[src/hw/rtl/dms_ram.sv]
module dms_ram #(
   parameter int unsigned WIDTH = 48,
   parameter int unsigned DEPTH = 64
) (
   input  logic                     clock,
   input  logic                     wr_en,
   input  logic [$clog2(DEPTH)-1:0] wr_addr,
   input  logic [WIDTH-1:0]         wr_data,
   input  logic [$clog2(DEPTH)-1:0] rd_addr,
   output logic [WIDTH-1:0]         rd_data
);

   logic [WIDTH-1:0] mem_ff [DEPTH];

   always_ff @(posedge clock) begin
      if (wr_en) begin
         mem_ff[wr_addr] <= wr_data;
      end
      rd_data <= mem_ff[rd_addr];
   end

endmodule

[config.mk]
export PLATFORM = sky130hd
export DESIGN_NAME = dms_ram
export DESIGN_NICKNAME = d
export VERILOG_FILES = /design/src/hw/rtl/dms_ram.sv
export SDC_FILE = /design/constraint.sdc
export NUM_CORES = 2
export LEC_CHECK = 0
export BUFFER_PORTS_ARGS = -buffer_cell sky130_fd_sc_hd__buf_4
export CAP_MARGIN = 20
export CORE_UTILIZATION = 55
export DETAILED_ROUTE_END_ITERATION = 8
export GPL_TIMING_DRIVEN = 0
export HOLD_SLACK_MARGIN = 0.03
export PLACE_DENSITY = 0.74
export SLEW_MARGIN = 20
export SYNTH_ARGS = -nofsm -noshare
export SYNTH_HDL_FRONTEND = slang
export SYNTH_SLANG_ARGS = --single-unit
[constraint.sdc]
create_clock -name clock -period 5.2 [get_ports clock]
set_clock_uncertainty 0.1 [all_clocks]
set_input_delay 1.04 -clock clock [delete_from_list [all_inputs] [get_ports clock]]
set_output_delay 1.04 -clock clock [all_outputs]
set_load 0.05 [all_outputs]
==> run metrics <==
post-synthesis register bit count=3120; Num CTS Buffers=310; largest family of logic cells by synthesized area=multiplexers; final cell count without fillers=8620; Setup crit end kind=flop; core footprint=211900 um^2; WP data required=5.82 ns; synthesized area per cell=23.56 um^2; pin count of the biggest net entering global routing=65; Compound-Gate Fraction of Synth Area=3.024%; multiplexer area fraction after synthesis=15.15%; CTS Sinks=3120; die width=463.5 um; Vias=60750; Final Cycle Share=84.91%; CTS tree=built; Die Y=463.5 um; initial antenna violation count=21; first-pass GRT wire length=467600 um; area of the die=214800 um^2; DRT Wirelength=337300 um; top sig layer=met5; synth unique cells=36; clk slew on worst S/H paths=0.06 ns; Setup crit start=rd_addr[1]; internal power=41260 uW; Layout area overhead=15.82%; wire length on met3=47010 um; Slew HR=19.97%; Worst-Skew Late Latency=0.95 ns; Leak=0.04242 uW; vias in the first global route=60370; Final setup viols=0; Detailed Route Iter0 Violations=11430; total gr overflow=0; Arr. time, crit path=5.03 ns; RSZ-0062 raised after global routing=false; Inst Count DP=8076; run status=completed; Logic pwr share=5.7%; Vias/cell=7.048; XOR/XNOR share of the synthesized area=0%; reg-to-reg slack, setup=2.61 ns; pre-CTS WS=0.04739 ns; Multi-input gate area=22910 um^2; fin nets=5630; Met1 Wirelength=113600 um; Setup CP Type=in -> reg; FF+latch area=93210 um^2; Ys Warns=0; Post-CTS Setup Bufs=0; Worst IR Drop VDD=0.3692 mV; H-tree level count=5; drt first pass iters=7; DR WL met2=156800 um; Critical Path Source Type=input pin; r2r startpoint=mem_ff[42][11]$_DFFE_PP_; post-DR wirelength/cell=39.13 um; final hold violations=0; switching share of power=21.69%; total power=52690 uW; adder-cell area share of the yosys netlist=0%; Mapped Area=117100 um^2; Fill cells=13140; critical-path cell list=buf_2 > buf_4 > buf_4 > buf_2 > nand3b_1 > o221ai_1 > a21oi_1 > nor2_1 > a221oi_1; crit-path max FO=10; most common cell after layout, fill and taps aside=edfxtp_1; sw power=11430 uW; Synth Area in Simple Gates=0.9572%; Power Dens Cells=388.5 nW/um^2; Port Buffer Count=101; CTS Buffer Depth=4; cts hold-fix bufs=0; Worst-Margin Slew=1.200 ns; post-synthesis cell count=4970; Starting Density=55.28%; # rows=169; fin. max-slew vios=0; Max-cap violations=0; CTS root buffer=clkbuf_16; WHS=0.5260 ns; min-delay src=wr_data[11]; post-CTS sizing=0; Antenna Nets Post-Route=0; Syn Nets=5032; CP max stage delay=0.88 ns; worst min path class=in -> reg; gpl congestion=0.8717; Clock Power Share=41.3%; share of cells above drive strength 1=29.88%; minimum clock period=4.415 ns; dpl hpwl=216000 um; sequential share of the synthesized area=79.59%; all-layer global routing usage=31.47%; Residual DRC=0; IO Pins=110; register share of total power=53.0%; fmax=226.5 MHz; fin util=64.02%; setup ws final=0.7848 ns; most frequent cells in the layout=3072 x edfxtp_1, 754 x mux4_2, 321 x clkbuf_16; Slowest-stage cell, CP=nand3b_1
per-stage QoR:
step | cell area (um^2) | TNS [ns]
after floorplan | 117100 | 0
after detailed placement | 126000 | 0
after CTS | 135600 | 0
after global placement | 121400 | -6285.59
after global routing | 135600 | 0
final | 135600 | 0
critical path, delay by kind of cell:
kind            cells  cell delay, ns
buf+inv             4            1.41
compound gates      3            0.88
simple gates        2            1.66
per-layer routing:
metal	GRT usage, %	up-vias
li1	-	22710
met1	42.18	31680
met2	48.21	5417
met3	8.420	932
met4	15.67	18
met5	0	-
logic make-up after synthesis:
logic type,Yosys count
flops,3120
mux,829
compound gates,486
buf+inv,282
simple gates,253
synth_stat cells, drive strengths merged:
cell type | number | share of area (%)
nand2b | 10 | 0.053
a31o | 5 | 0.037
buf | 183 | 0.96
a311oi | 11 | 0.082
o221ai | 28 | 0.21
or2 | 3 | 0.016
nor3 | 3 | 0.013
or3 | 3 | 0.016
a211oi | 32 | 0.21
nand3 | 7 | 0.030
a311o | 1 | 0.0085
a31oi | 1 | 0.0053
and3 | 1 | 0.0053
a21oi | 74 | 0.32
nand2 | 55 | 0.18
nand4b | 1 | 0.0075
nand3b | 5 | 0.032
nor2 | 132 | 0.42
mux2 | 12 | 0.12
a221oi | 83 | 0.62
a22oi | 72 | 0.46
clkbuf | 99 | 0.32
mux4 | 754 | 14
dfxtp | 48 | 0.82
o22ai | 122 | 0.65
or3b | 4 | 0.030
nor2b | 24 | 0.13
a22o | 57 | 0.43
mux2i | 63 | 0.54
edfxtp | 3072 | 79
nand4 | 2 | 0.011
and2 | 3 | 0.016
sequential cells by signal (all words and copies together) (netlist names):
name     cells
mem_ff    3072
rd_data     48
final cells by class:
class / count / area share (%)
timing repair buffer: 286 / 3.544
sequential: 3120 / 68.72
clock buffer: 395 / 6.171
clock inverter: 142 / 0.9528
antenna: 6 / 0.01107
multi-input combinational: 1568 / 16.89
buffer: 282 / 1.112
tap: 2821 / 2.602
power by group through the flow:
stage          clock (uW)  sequential [uW]  combinational, uW
5_1_grt             22700            27900               3080
4_1_cts             21800            27900               2980
3_5_place_dp            0            28400               2940
2_1_floorplan           0            28600               1330
6_report            21800            27900               3020
3_3_place_gp            0            28400               2800
worst paths after layout:
path         depth (start not counted)                  endpoint
max                                  9       rd_data[34]$_DFF_P_
min                                  1  mem_ff[18][11]$_DFFE_PP_
max reg2reg                          5       rd_data[11]$_DFF_P_
min reg2reg                          4       rd_data[36]$_DFF_P_
No activity file was read; power rests on OpenSTA's default activity.
